--- src/sv/tbc_pkg.sv ---
// Package for the three-band crossover: widths, section map, tap program and types.
// Depends on nothing; used by the controller, datapath and top level.
package tbc_pkg;

   localparam int SampleBitsDef = 24;
   localparam int CoefBitsDef   = 24;
   localparam int NumCoefs      = 29;
   localparam int CoefIdxBits   = 5;
   localparam int AccBits       = 64;

   // Register index on the configuration port.
   localparam logic [0:0] RegCouplingMode = 1'b0;

   // Input op codes.
   localparam logic OpSample   = 1'b0;
   localparam logic OpCoefWrite = 1'b1;

   // Sections, in evaluation order.
   typedef enum logic [2:0] {
      SEC_COUPLING = 3'd0,
      SEC_LOW      = 3'd1,
      SEC_BAND     = 3'd2,
      SEC_HIGH     = 3'd3,
      SEC_ROLLOFF  = 3'd4
   } sec_type;

   typedef enum logic [2:0] {
      ST_IDLE  = 3'd0,
      ST_START = 3'd1,
      ST_TAP   = 3'd2,
      ST_WAIT  = 3'd3,
      ST_DONE  = 3'd4,
      ST_OUT   = 3'd5
   } state_type;

   // Commands from controller to datapath.
   typedef struct packed {
      logic       load_in;    // capture the request
      logic       write_coef; // store a coefficient
      logic       sec_start;  // clear accumulator, latch section input
      logic       tap;        // issue one multiply-accumulate
      logic       sec_end;    // round, saturate, update history
      logic       bypass;     // produce bypass result
      sec_type    sec;
      logic [3:0] tap_idx;    // tap within section
   } cmd_type;

   function automatic logic [3:0] sec_order(input sec_type s);
      return (s == SEC_BAND) ? 4'd4 : 4'd2;
   endfunction

   function automatic logic [CoefIdxBits-1:0] sec_base(input sec_type s);
      logic [CoefIdxBits-1:0] b;
      unique case (s)
         SEC_COUPLING: b = 5'd0;
         SEC_LOW:      b = 5'd5;
         SEC_BAND:     b = 5'd10;
         SEC_HIGH:     b = 5'd19;
         default:      b = 5'd24;
      endcase
      return b;
   endfunction

endpackage

--- src/sv/tbc_ctrl.sv ---
// Controller for the crossover: sequences the sections and taps of one request.
// Depends on tbc_pkg.
module tbc_ctrl
   import tbc_pkg::*;
(
   input  logic    clock,
   input  logic    reset,
   input  logic    req_fire,
   input  logic    req_op,
   input  logic    req_active,
   input  logic    coupling_mode,
   input  logic    rsp_taken,
   output logic    req_ready,
   output logic    rsp_valid,
   output cmd_type cmd
);

   state_type  state_ff, state_in;
   sec_type    sec_ff, sec_in;
   logic [3:0] tap_ff, tap_in;
   logic [1:0] wait_ff, wait_in;
   logic [3:0] ntaps;

   assign ntaps = 4'((sec_order(sec_ff) << 1) + 4'd1);

   always_ff @(posedge clock) begin
      if (reset) begin
         state_ff <= ST_IDLE;
         sec_ff   <= SEC_COUPLING;
         tap_ff   <= '0;
         wait_ff  <= '0;
      end else begin
         state_ff <= state_in;
         sec_ff   <= sec_in;
         tap_ff   <= tap_in;
         wait_ff  <= wait_in;
      end
   end

   always_comb begin
      state_in  = state_ff;
      sec_in    = sec_ff;
      tap_in    = tap_ff;
      wait_in   = wait_ff;
      cmd       = '0;
      cmd.sec   = sec_ff;
      cmd.tap_idx = tap_ff;
      req_ready = 1'b0;
      rsp_valid = 1'b0;
      unique case (state_ff)
         ST_IDLE: begin
            req_ready   = 1'b1;
            cmd.load_in = req_fire;
            if (req_fire) begin
               if (req_op == OpCoefWrite) begin
                  cmd.write_coef = 1'b1;
               end else if (!req_active) begin
                  cmd.bypass = 1'b1;
                  state_in   = ST_OUT;
               end else begin
                  sec_in   = coupling_mode ? SEC_COUPLING : SEC_LOW;
                  state_in = ST_START;
               end
            end
         end
         ST_START: begin
            cmd.sec_start = 1'b1;
            tap_in   = '0;
            state_in = ST_TAP;
         end
         ST_TAP: begin
            cmd.tap = 1'b1;
            tap_in  = tap_ff + 4'd1;
            if (tap_ff == ntaps - 4'd1) begin
               wait_in  = '0;
               state_in = ST_WAIT;
            end
         end
         ST_WAIT: begin
            // drain the two-stage multiply pipeline
            wait_in = wait_ff + 2'd1;
            if (wait_ff == 2'd2) state_in = ST_DONE;
         end
         ST_DONE: begin
            cmd.sec_end = 1'b1;
            if (sec_ff == SEC_ROLLOFF) begin
               state_in = ST_OUT;
            end else begin
               sec_in   = sec_type'(sec_ff + 3'd1);
               state_in = ST_START;
            end
         end
         ST_OUT: begin
            rsp_valid = 1'b1;
            if (rsp_taken) state_in = ST_IDLE;
         end
         default: state_in = ST_IDLE;
      endcase
   end

endmodule

--- config.mk ---
export PLATFORM = sky130hd
export DESIGN_NAME = tbc_ctrl
export DESIGN_NICKNAME = d
export VERILOG_FILES = /design/src/sv/tbc_pkg.sv /design/src/sv/tbc_ctrl.sv
export SDC_FILE = /design/constraint.sdc
export NUM_CORES = 1
export LEC_CHECK = 0
export ABC_AREA = 1
export BUFFER_PORTS_ARGS = -buffer_cell sky130_fd_sc_hd__buf_2
export CAP_MARGIN = 5
export CORE_MARGIN = 2
export CORE_UTILIZATION = 46
export CTS_CLUSTER_SIZE = 14
export DETAILED_ROUTE_END_ITERATION = 8
export PLACE_DENSITY = 0.76
export SLEW_MARGIN = 25
export SYNTH_ARGS = -nofsm -noshare
export SYNTH_HDL_FRONTEND = slang
export SYNTH_SLANG_ARGS = --single-unit
export TNS_END_PERCENT = 100
--- constraint.sdc ---
create_clock -name clock -period 1.22 [get_ports clock]
set_input_delay 0.244 -clock clock [delete_from_list [all_inputs] [get_ports clock]]
set_output_delay 0.244 -clock clock [all_outputs]
set_load 0.03 [all_outputs]
-- Word-level counts from Yosys, hierarchy flattened
Cells that the tools add are included.
- multiplexer cells: 30
- eq/ne operators: 16
- $add $sub $neg: 5
- reduce and logical (&&, ||, !) cells: 7
- operators by type and width (operator ; count):
    $mux W3 ; 12
    $pmux W3 S6 ; 1
    $ne A2 B2 Y1 const B ; 7
    $mux W1 ; 12
    $reduce_and A5 Y1 ; 2
    $eq A3 B2 Y1 const B ; 3
    $eq A3 B3 Y1 const B ; 3
    $add A4 B1 Y4 const B ; 2
    $pmux W4 S2 ; 1
    $pmux W3 S2 ; 1
    $reduce_bool A2 Y1 ; 3
    $eq A4 B4 Y1 ; 1
    $mux W2 ; 2
    $pmux W2 S2 ; 1
    $sub A4 B1 Y4 const B ; 1
    $add A3 B1 Y3 const B ; 1
    $eq A3 B1 Y1 const B ; 1
    $logic_not A3 Y1 ; 1
    $add A2 B1 Y2 const B ; 1
    $eq A2 B2 Y1 const B ; 1
    $reduce_and A2 Y1 ; 1
- output and inout bits: 15
- flip-flop bits (word level): 12
- input port bits: 7
- logic and storage cells: 62

-- Logic depth before layout (Yosys ltp)
Gate-level depths: netlist of the first run.
- depth in word-level cells: 7
- depth in mapped cells: 10
- gate-level depth less buffers: 10

-- Least setup slack after synthesis of the first run
OpenSTA, ideal clock, no wires.
- kind: register to output
- start: reg state_ff[1]
- end: out cmd[7] in the netlist's numbering
- path buffers: 0
- data required time: 0.976 ns
- data arrival time: 1.303 ns
- slack: -0.327 ns
- stages on the path, launching flop included: 4
- cells stage by stage: dfxtp_1 nor2_2 nand3_1 nor3_1
- RTL lines (item ; line ; RTL):
    from (decl) ; tbc_ctrl.sv:18 ; state_type state_ff, state_in;
    from (signal assigned) ; tbc_ctrl.sv:33 ; state_ff <= state_in;
    to (decl) ; tbc_ctrl.sv:15 ; output cmd_type cmd

==> results of run 1 <==
sequential cells by signal (all words and copies together) (netlist names):
register and count:
state_ff 3, sec_ff 3, tap_ff 4, wait_ff 2
stage by stage:
stage	std cells	hold WS [ns]	setup slack [ns]
global route	199	0.285	-0.342
floorplan	129	0.426	-0.0893
detailed placement	184	0.479	-0.0452
CTS	195	0.259	-0.192
finish	199	0.281	-0.298
global placement	184	0.438	-0.0250
repair_timing:
item | CTS | global route
buffers inserted | 7 | 4
pin swaps | 12 | 18
setup endpoints to repair | 15 | 20
resized for setup | 34 | 40
cell families after synthesis:
| logic type | count (synthesis) | synth area share [%] |
|---|---|---|
| fa+ha+maj | 6 | 8.82 |
| buf+inv | 26 | 12.2 |
| flops | 12 | 28.2 |
| compound gates | 18 | 12.9 |
| simple gates | 67 | 37.8 |
report_power, final:
part           internal, W  leakage [nW]  switching, W
registers         0.000472         0.102     0.0000980
logic             0.000843         0.525       0.00112
clock network     0.000183        0.0210      0.000160
area by class of cell:
| class | instances | area (um2) | share of cell area, % |
|---|---|---|---|
| inverters | 25 | 119 | 8.05 |
| repair buffers | 42 | 337 | 22.8 |
| multi-input cells | 91 | 694 | 47.0 |
| well taps | 25 | 31.3 | 2.12 |
| clock buffers | 4 | 36.3 | 2.46 |
| flip-flops and latches | 12 | 259 | 17.5 |
critical path, delay by kind of cell, from the launching register on:
family	cells	cell delay (ns)
and+or+nand+nor	3	0.41
DFF	1	0.38
buffers and inverters	1	0.19
layer usage:
layer  GRT usage (%)  part of all wire (%)  up-vias
met5               0                     0        -
met4            10.6                   5.4        0
met3            8.08                   7.0       21
met2            43.6                    50       62
met1            26.6                    37      487
li1                -                     -      497
synthesized netlist by cell type, drive strengths merged:
cell and number:
inv 25, or2 1, nand2 32, ha 6, o21ai 4, a21oi 12
buf 1, nand3 12, nor3 2, nand4 3, nor2 17, dfxtp 12
a211oi 2
final timing paths:
path	endpoint	startpoint	cells past startpoint
worst max-delay path	cmd[7]	state_ff[1]	4
worst min-delay path	state_ff[1]	reset	2
worst max register to register	state_ff[1]	sec_ff[0]	9
worst min register to register	wait_ff[0]	wait_ff[0]	1
==> summary.md, run 1 <==
| Metric | Value |
|---|---|
| Outcome | `finished with violations` |
| Failing checks | `setup timing` |
| Fillers | `94` |
| Port Buffer Count | `21` |
| Period minus WS final | `about 1.5 ns` |
| Maximum clock frequency | `around 0.66 GHz` |
| TritonCTS Sinks | `12` |
| Number of global-route vias before repair | `a little over 900` |
| DRT iter0 DRCs | `40` |
| Starting Density | `between 40% and 50%` |
| Die Wd | `about 47 um` |
| Share of cells above drive strength 1 | `around 60%` |
| Pin count of the biggest net entering global routing | `10` |
| First-pass GRT wire length | `between 3000 and 4000 um` |
| Cells after synthesis | `around 130` |
| Drt wl/cell | `15.9 um` |
| Die area | `approximately 2200 um2` |
| Cell Area, Placed | `approximately 1100 um2` |
| Required time worst endpoint | `just under 1 ns` |
| Leak | `0.648 nW` |
| Hold Path Class | `input pin to flop` |
| Worst vdd rail ir drop | `0.00149 V` |
| CTS tree | `done` |
| Worst Tran Pin Value | `0.277 ns` |
| Critical path capture point type | `primary output` |
| MaxCap Viol Count | `0` |
| Critical Path Fanout Max | `4` |
| # diodes | `0` |
| Final setup fails | `16` |
| Final Worst Setup Slack | `-0.298 ns` |
| Final GP Congestion | `approximately 0.9` |
| Post-detail-place hpwl | `between 1500 and 2000 um` |
| DR pass1 iterations | `4` |
| Final WL | `about 3200 um` |
| Final Instance Area | `roughly 1500 um2` |
| # IOs | `22` |
| Power Density | `1950 nW/um2` |
| Syn_area_per_cell | `6.60 um2` |
| Total CTS buffers | `3` |
| Core ar. | `1730 um2` |
| Drt drc | `0` |
| Final Core Density | `approximately 86%` |
| Slew margin rel. | `about four fifths` |
| Warnings from Yosys | `0` |
| Critical path, cell by cell | `nor2_4 > nand3_2 > nor3_2 > buf_4` |
| Unrepaired setup endpoints after global routing | `yes` |
| DR vias/cell | `approximately 5.4` |
| Initial antenna violation count | `0` |
| WP data arrival | `roughly 1.3 ns` |
| CTS clock-pin slew for the worst setup and hold paths | `0.08 ns` |
| H-Tree Depth | `1` |
| Synth Register Bits | `12` |
| Most common cell after layout, fill and taps aside | `nand2_1` |
| Die Ht | `between 40 and 50 um` |
| Flop2flop setup slack | `-0.12 ns` |
| Overall power | `between 0.002 and 0.003 W` |
| Syn Nets | `roughly 140` |
| Post-synthesis sequential area ratio | `28.2%` |
| Layout area overhead | `73.5%` |
| CP Launch Type | `flop` |
| Post-synth top area cell | `dfxtp_1` |
| Gr usage total | `24.6%` |
| Top-area cell type share of the netlist area | `between 20 and 30%` |
| Final hold violations | `0` |
| Worst Skew | `around 0.0032 ns` |
| Yosys cell types | `22` |
| Crit-path slowest cell | `dfxtp_4` |
| Slowest stage delay, CP | `about 0.38 ns` |
| Root buf cell | `clkbuf_4` |
| Fin crit share | `124%` |
| Vias | `between 1000 and 1500` |
| Commonest cells after routing, fill and taps aside | `nand2_1, buf_4, inv_1, buf_6, buf_2` |
| Fin Setup TNS | `-2.23 ns` |
| Clk Latency, worst-skew pair | `0.30 ns` |
| Row Count | `15` |
| Synth area leaders | `dfxtp_1, nand2_1, ha_1` |
| Post-route ant nets | `0` |
| Nets | `between 150 and 200` |
| Hold bufs inserted after CTS | `0` |
| Crit path kind | `flop to primary output` |
| Grt ovf | `0` |
| Maximum clock path buffer count | `2` |
| Max Slew Vio Count | `0` |
| Post-Syn Area | `between 800 and 900 um2` |
No activity file was read; power rests on OpenSTA's default activity.
==> inputs of run 2 (changes only) <==
--- a/config.mk
+++ b/config.mk
@@ -5,12 +5,11 @@
 export SDC_FILE = /design/constraint.sdc
 export NUM_CORES = 1
 export LEC_CHECK = 0
-export ABC_AREA = 1
 export BUFFER_PORTS_ARGS = -buffer_cell sky130_fd_sc_hd__buf_2
 export CAP_MARGIN = 5
 export CORE_MARGIN = 2
-export CORE_UTILIZATION = 46
-export CTS_CLUSTER_SIZE = 14
+export CORE_UTILIZATION = 47
+export CTS_CLUSTER_SIZE = 12
 export DETAILED_ROUTE_END_ITERATION = 8
 export PLACE_DENSITY = 0.76
 export SLEW_MARGIN = 25
==> run 2 against run 1 <==
The run still ends with setup timing left. Via count grew 6.3%. Routed wire length increased by 27%. Setup slack got worse by 0.18 ns. Sequential power is 2% higher. Critical path depth unchanged. Combinational power grew 27%. Global-route usage up 2.0 points. Highest routed layer unchanged.
==> summary.md, run 2 <==
| Metric | Value |
|---|---|
| Outcome | `finished with violations` |
| Failing checks | `setup timing` |
| Total CTS buffers | `3` |
| Fin crit share | `140%` |
| # diodes | `0` |
| Post-route ant nets | `0` |
| Commonest cells after routing, fill and taps aside | `buf_4, buf_6, buf_2, inv_1, a21oi_1` |
| Row Count | `15` |
| Final GP Congestion | `0.835` |
| Final Core Density | `roughly 90%` |
| Final hold violations | `0` |
| Cells after synthesis | `roughly 110` |
| Max Slew Vio Count | `0` |
| Starting Density | `approximately half` |
| Crit path kind | `flop to primary output` |
| Syn Nets | `124` |
| Critical path capture point type | `primary output` |
| Power Density | `roughly 2100 nW/um2` |
| Warnings from Yosys | `0` |
| CTS clock-pin slew for the worst setup and hold paths | `roughly 0.090 ns` |
| Worst Skew | `~0.0065 ns` |
| Asr flop ratio synth | `0%` |
| CTS tree | `done` |
| Port Buffer Count | `21` |
| Required time worst endpoint | `roughly 0.98 ns` |
| Die Ht | `48.1 um` |
| Drt wl/cell | `between 20 and 25 um` |
| Biggest regs | `tap_ff: 4 flops, sec_ff: 3 flops, state_ff: 3 flops` |
| Cell Area, Placed | `between 1000 and 1500 um2` |
| First-pass GRT wire length | `4170 um` |
| DR vias/cell | `a little over 6` |
| Clk Latency, worst-skew pair | `between 0.2 and 0.3 ns` |
| Die area | `approximately 2300 um2` |
| MaxCap Viol Count | `0` |
| Post-synthesis sequential area ratio | `26.2%` |
| TritonCTS Sinks | `12` |
| Gr usage total | `26.6%` |
| # IOs | `22` |
| Post-synth top area cell | `dfxtp_1` |
| Post-Syn Area | `just over 900 um2` |
| Syn_area_per_cell | `around 8.3 um2` |
| Top-area cell type share of the netlist area | `a little over a quarter` |
| Most frequent cell after synthesis | `dfxtp_1` |
| Largest register by flop count | `tap_ff` |
| Fillers | `just under 70` |
| Overall power | `about 0.0034 W` |
| Worst Tran Pin Value | `0.297 ns` |
| Post-detail-place hpwl | `about 1600 um` |
| Core ar. | `between 1500 and 2000 um2` |
| Share of cells above drive strength 1 | `between 60% and 70%` |
| Die Wd | `between 40 and 50 um` |
| Pin count of the biggest net entering global routing | `13` |
| Worst vdd rail ir drop | `between 0.002 and 0.0025 V` |
| Period minus WS final | `1.70 ns` |
| Flop2flop setup slack | `-0.28 ns` |
| Vias | `1134` |
| R2R Path End | `tap_ff[2]` |
| Worst R2R Path Depth | `7` |
| Top_reg_cell synth | `dfxtp_1` |
| Max reg flops | `4` |
| Worst Setup EP | `cmd[7]` |
| Initial antenna violation count | `0` |
| Worst slack at placement | `-0.136 ns` |
| Maximum clock frequency | `just under 0.6 GHz` |
| Drt drc | `0` |
| Grt ovf | `0` |
| Maximum clock path buffer count | `2` |
| WP data arrival | `1.46 ns` |
| FF-to-FF Start | `state_ff[0]` |
| Setup crit start | `state_ff[0]` |
| Most common cell after layout, fill and taps aside | `buf_4` |
| Number of global-route vias before repair | `~930` |
| Leak | `between 0.6 and 0.7 nW` |
| DR pass1 iterations | `4` |
| DRT iter0 DRCs | `between 50 and 60` |
| Yosys cell types | `41` |
| Hold bufs inserted after CTS | `0` |
| CP Launch Type | `flop` |
| Critical Path Fanout Max | `3` |
| Synth Register Bits | `12` |
| Area used by multi-input combinational logic | `~750 um2` |
| Register area | `approximately 270 um2` |
| EDFF count, synth | `0` |
| Final WL | `around 4000 um` |
| Top cells by count, synth | `dfxtp_1, inv_1, nor2_1, a21oi_1` |
| Hold Path Class | `input pin to flop` |
| Nets | `around 180` |
| Final setup fails | `20` |
| Slew margin rel. | `80.0%` |
| H-Tree Depth | `1` |
| Unrepaired setup endpoints after global routing | `yes` |
| Final Worst Setup Slack | `-0.483 ns` |
| Layout area overhead | `75.0%` |
| Root buf cell | `clkbuf_4` |
| Synth area leaders | `dfxtp_1, ha_1, buf_6` |
| Final Instance Area | `about 1600 um2` |
[run 2: cell types whose count changed after synthesis, moves of 4 or more]
cell      delta
nor2_1       -4
nor2_2       -4
a21oi_1      -4
inv_1       -10
nor2b_1      +5
nand2b_1     +5
buf_6        +4
nand2_1     -23
nand3_1      -8
inv_2        -4
[run 2: layout make-up]
type	instances	share of cell area (%)
timing repair buffer	54	30.1
multi-input combinational	82	46.5
sequential	12	16.6
tap	25	1.95
clock buffer	4	2.26
inverter	10	2.50
[run 2: metrics by stage]
step / cells / setup TNS [ns] / hold slack [ns]
final: 187 / -4.87 / 0.360
after global placement: 166 / -0.688 / 0.497
after detailed placement: 166 / -1.09 / 0.502
after global routing: 187 / -5.44 / 0.383
after floorplan: 111 / -0.950 / 0.322
after CTS: 178 / -2.49 / 0.338
[run 2: how the worst min path moves through the flow]
stage          startpoint  depth (start not counted)           to  slack (ns)
2_1_floorplan       reset                          1  state_ff[1]        0.32
3_3_place_gp    sec_ff[1]                          2    sec_ff[1]        0.50
5_1_grt             reset                          3  state_ff[2]        0.38
6_report            reset                          3  state_ff[2]        0.36
4_1_cts             reset                          3  state_ff[1]        0.34
3_5_place_dp    sec_ff[1]                          2    sec_ff[1]        0.50
[run 2: power by group]
part | total (W) | internal [W] | switching (W)
registers | 0.000581 | 0.000487 | 0.0000947
logic | 0.00250 | 0.00125 | 0.00125
clock network | 0.000336 | 0.000181 | 0.000155
total | 0.00342 | 0.00192 | 0.00150
[run 2: kinds of logic (layout without fill, tap and decap cells)]
kind of cell | count (synthesis) | in the layout | synth area share, %
AOI/OAI and AO/OA | 32 | 32 | 24.3
DFF | 12 | 12 | 26.2
buffers and inverters | 17 | 68 | 11.1
adders and majority gates | 6 | 6 | 8.20
and+or+nand+nor | 44 | 44 | 30.2
[run 2: worst max-delay path, cell delays in order, from the launching register on]
cell and delay (ns):
dfxtp_4 0.37, nor3_4 0.24, and2_4 0.19, nor3b_4 0.21, buf_6 0.16
[run 2: repair_timing]
item	4_1_cts	5_1_grt
resized for setup	46	29
setup endpoints to repair	19	20
setup buffers	8	9
pin swaps	14	23
endpoints found under the hold margin	0	0
[run 2: layer usage]
layer	global-route usage, %	vias to the layer above	part of all wire, %
met2	47.9	76	51
met1	31.1	546	38
met4	10.3	0	3.1
li1	-	498	-
met5	0	-	0
met3	4.07	14	7.9
==> inputs of run 3 (changes only) <==
--- a/config.mk
+++ b/config.mk
@@ -12,6 +12,7 @@
 export CTS_CLUSTER_SIZE = 12
 export DETAILED_ROUTE_END_ITERATION = 8
 export PLACE_DENSITY = 0.76
+export SETUP_SLACK_MARGIN = 0.05
 export SLEW_MARGIN = 25
 export SYNTH_ARGS = -nofsm -noshare
 export SYNTH_HDL_FRONTEND = slang
==> constraint.sdc (replaced) <==
create_clock -name clock -period 1.22 [get_ports clock]
set_input_delay 0.366 -clock clock [delete_from_list [all_inputs] [get_ports clock]]
set_output_delay 0.366 -clock clock [all_outputs]
set_load 0.03 [all_outputs]
==> run 3 against run 2 <==
The run still ends with setup timing left. Clock-buffer cell count is 1 lower. Highest routed layer unchanged. Via count is 4.6% higher. Largest power group unchanged. Critical endpoint unchanged. Register-to-register slack is essentially flat. Sequential power decreased by 2%.
==> summary.md, run 3 (same netlist as run 2, synthesis figures left out) <==
| Metric | Value |
|---|---|
| Fin crit share | `144%` |
| CP delay by family, top | `simple AND/OR/NAND/NOR gates` |
| Initial antenna violation count | `0` |
| DRT iter0 DRCs | `44` |
| # diodes | `0` |
| First-pass GRT wire length | `~4600 um` |
| Post-route ant nets | `0` |
| Die Ht | `~48 um` |
| Final Worst Setup Slack | `-0.532 ns` |
| Power Density | `around 2000 nW/um2` |
| Nets | `approximately 180` |
| Final WL | `roughly 4300 um` |
| WP data arrival | `about 1.4 ns` |
| Pin count of the biggest net entering global routing | `15` |
| Row Count | `15` |
| Slew margin rel. | `between 70% and 80%` |
| Leak | `a little under 0.7 nW` |
| Critical path capture point type | `primary output` |
| TritonCTS Sinks | `12` |
| Hold Path Class | `input pin to flop` |
| Biggest regs | `tap_ff: 4 flops, sec_ff: 3 flops, state_ff: 3 flops` |
| Crit path kind | `flop to primary output` |
| Share of cells above drive strength 1 | `between 60% and 70%` |
| Layout area overhead | `81.4%` |
| Maximum clock frequency | `~0.57 GHz` |
| Maximum clock path buffer count | `2` |
| Max reg flops | `4` |
| CTS clock-pin slew for the worst setup and hold paths | `~0.080 ns` |
| Largest register by flop count | `tap_ff` |
| Final hold violations | `0` |
| Max Slew Vio Count | `0` |
| Root buf cell | `clkbuf_4` |
| Logic gate share of total power | `between 70% and 80%` |
| Number of global-route vias before repair | `roughly 1000` |
| Hold WS | `approximately 0.36 ns` |
| Final setup fails | `21` |
| Worst Tran Pin Value | `around 0.3 ns` |
| CP bufs+invs | `1` |
| Crit-path slowest cell | `dfxtp_2` |
| Period minus WS final | `between 1.5 and 2 ns` |
| Inst Count DP | `about 170` |
| Die area | `between 2000 and 2500 um2` |
| Commonest cells after routing, fill and taps aside | `buf_6, buf_4, dfxtp_4, inv_1` |
| Fin Setup TNS | `-4.78 ns` |
| Switching pwr | `0.00154 W` |
| Core ar. | `approximately 1800 um2` |
| CTS tree | `done` |
| Failing checks | `setup timing` |
| Critical path, cell by cell | `nor3_4 > and2_4 > nor3b_4 > buf_6` |
| Pint | `between 0.0015 and 0.002 W` |
| # IOs | `22` |
| DR pass1 iterations | `4` |
| Clk Latency, worst-skew pair | `between 0.2 and 0.3 ns` |
| Gr usage total | `28.6%` |
| Die Wd | `between 40 and 50 um` |
| Unrepaired setup endpoints after global routing | `yes` |
| CP Launch Type | `flop` |
| MaxCap Viol Count | `0` |
| Post-route insts no fill | `roughly 190` |
| Drt wl/cell | `approximately 23 um` |
| Final Core Density | `between 90% and 100%` |
| Vias | `about 1200` |
| Drt drc | `0` |
| Overall power | `0.00337 W` |
| Flop pwr share | `16.9%` |
| Most common cell after layout, fill and taps aside | `buf_6` |
| Starting Density | `between 50 and 60%` |
| Final GP Congestion | `between 0.7 and 0.8` |
| Port Buffer Count | `21` |
| Switching Share | `between 40% and 50%` |
| Post-detail-place hpwl | `about 1700 um` |
| DR vias/cell | `6.34` |
| Required time worst endpoint | `0.85 ns` |
| Critical Path Fanout Max | `3` |
| Hold bufs inserted after CTS | `0` |
| Clock power share | `about 8%` |
| Slowest stage delay, CP | `approximately 0.35 ns` |
| Outcome | `finished with violations` |
| H-Tree Depth | `1` |
| Worst vdd rail ir drop | `between 0.0015 and 0.002 V` |
| Grt ovf | `0` |
| Total CTS buffers | `3` |
| Worst Skew | `a little under 0.004 ns` |
==> run 3: cell types whose count changed in the layout (fill, tap and decap cells not counted), sizes merged <==
cell,previous run,this run
clkbuf,4,3
clkinv,0,1
==> run 3: power groups by stage <==
| stage | clock network (W) | logic (W) | registers (W) |
|---|---|---|---|
| 2_1_floorplan | 0 | 0.00109 | 0.000569 |
| 3_3_place_gp | 0 | 0.00143 | 0.000544 |
| 3_5_place_dp | 0 | 0.00146 | 0.000549 |
| 4_1_cts | 0.000264 | 0.00210 | 0.000545 |
| 5_1_grt | 0.000281 | 0.00261 | 0.000575 |
| 6_report | 0.000272 | 0.00253 | 0.000569 |
==> run 3: layout make-up <==
class / instances / area [um2]
Clock buffer: 3 / 22.5
Clock inverter: 1 / 3.75
Fill cell: 56 / 121
Inverter: 10 / 45.0
Multi-Input combinational cell: 82 / 778
Sequential cell: 12 / 273
Tap cell: 25 / 31.3
Timing Repair Buffer: 54 / 508
==> run 3: per-stage QoR <==
step,worst slack (ns),cell area [um2]
after global routing,-0.542,1660
final,-0.532,1660
after global placement,-0.197,1210
after CTS,-0.455,1530
after floorplan,-0.599,1020
after detailed placement,-0.228,1210
==> run 3: path summary, 6_finish.rpt <==
check             slack (ns)          end        start  depth (start not counted)
hold / removal          0.36    sec_ff[1]        reset                          2
hold reg to reg         0.53    sec_ff[1]    sec_ff[1]                          2
setup / recovery       -0.53       cmd[7]  state_ff[2]                          4
setup reg to reg       -0.27  state_ff[0]  state_ff[2]                          6
==> run 3: what timing repair did <==
| action | in CTS | in global routing |
|---|---|---|
| pin swaps | 25 | 14 |
| resized for setup | 69 | 20 |
| buffers inserted | 8 | 9 |
| setup endpoints to repair | 27 | 27 |
==> run 3: metal layers <==
metal	track usage [%]	vias to the layer above	share of wire [%]
li1	-	503	-
met3	3.33	34	6.8
met2	52.6	82	49
met5	0	-	0
met1	32.9	567	37
met4	11.9	0	7.0
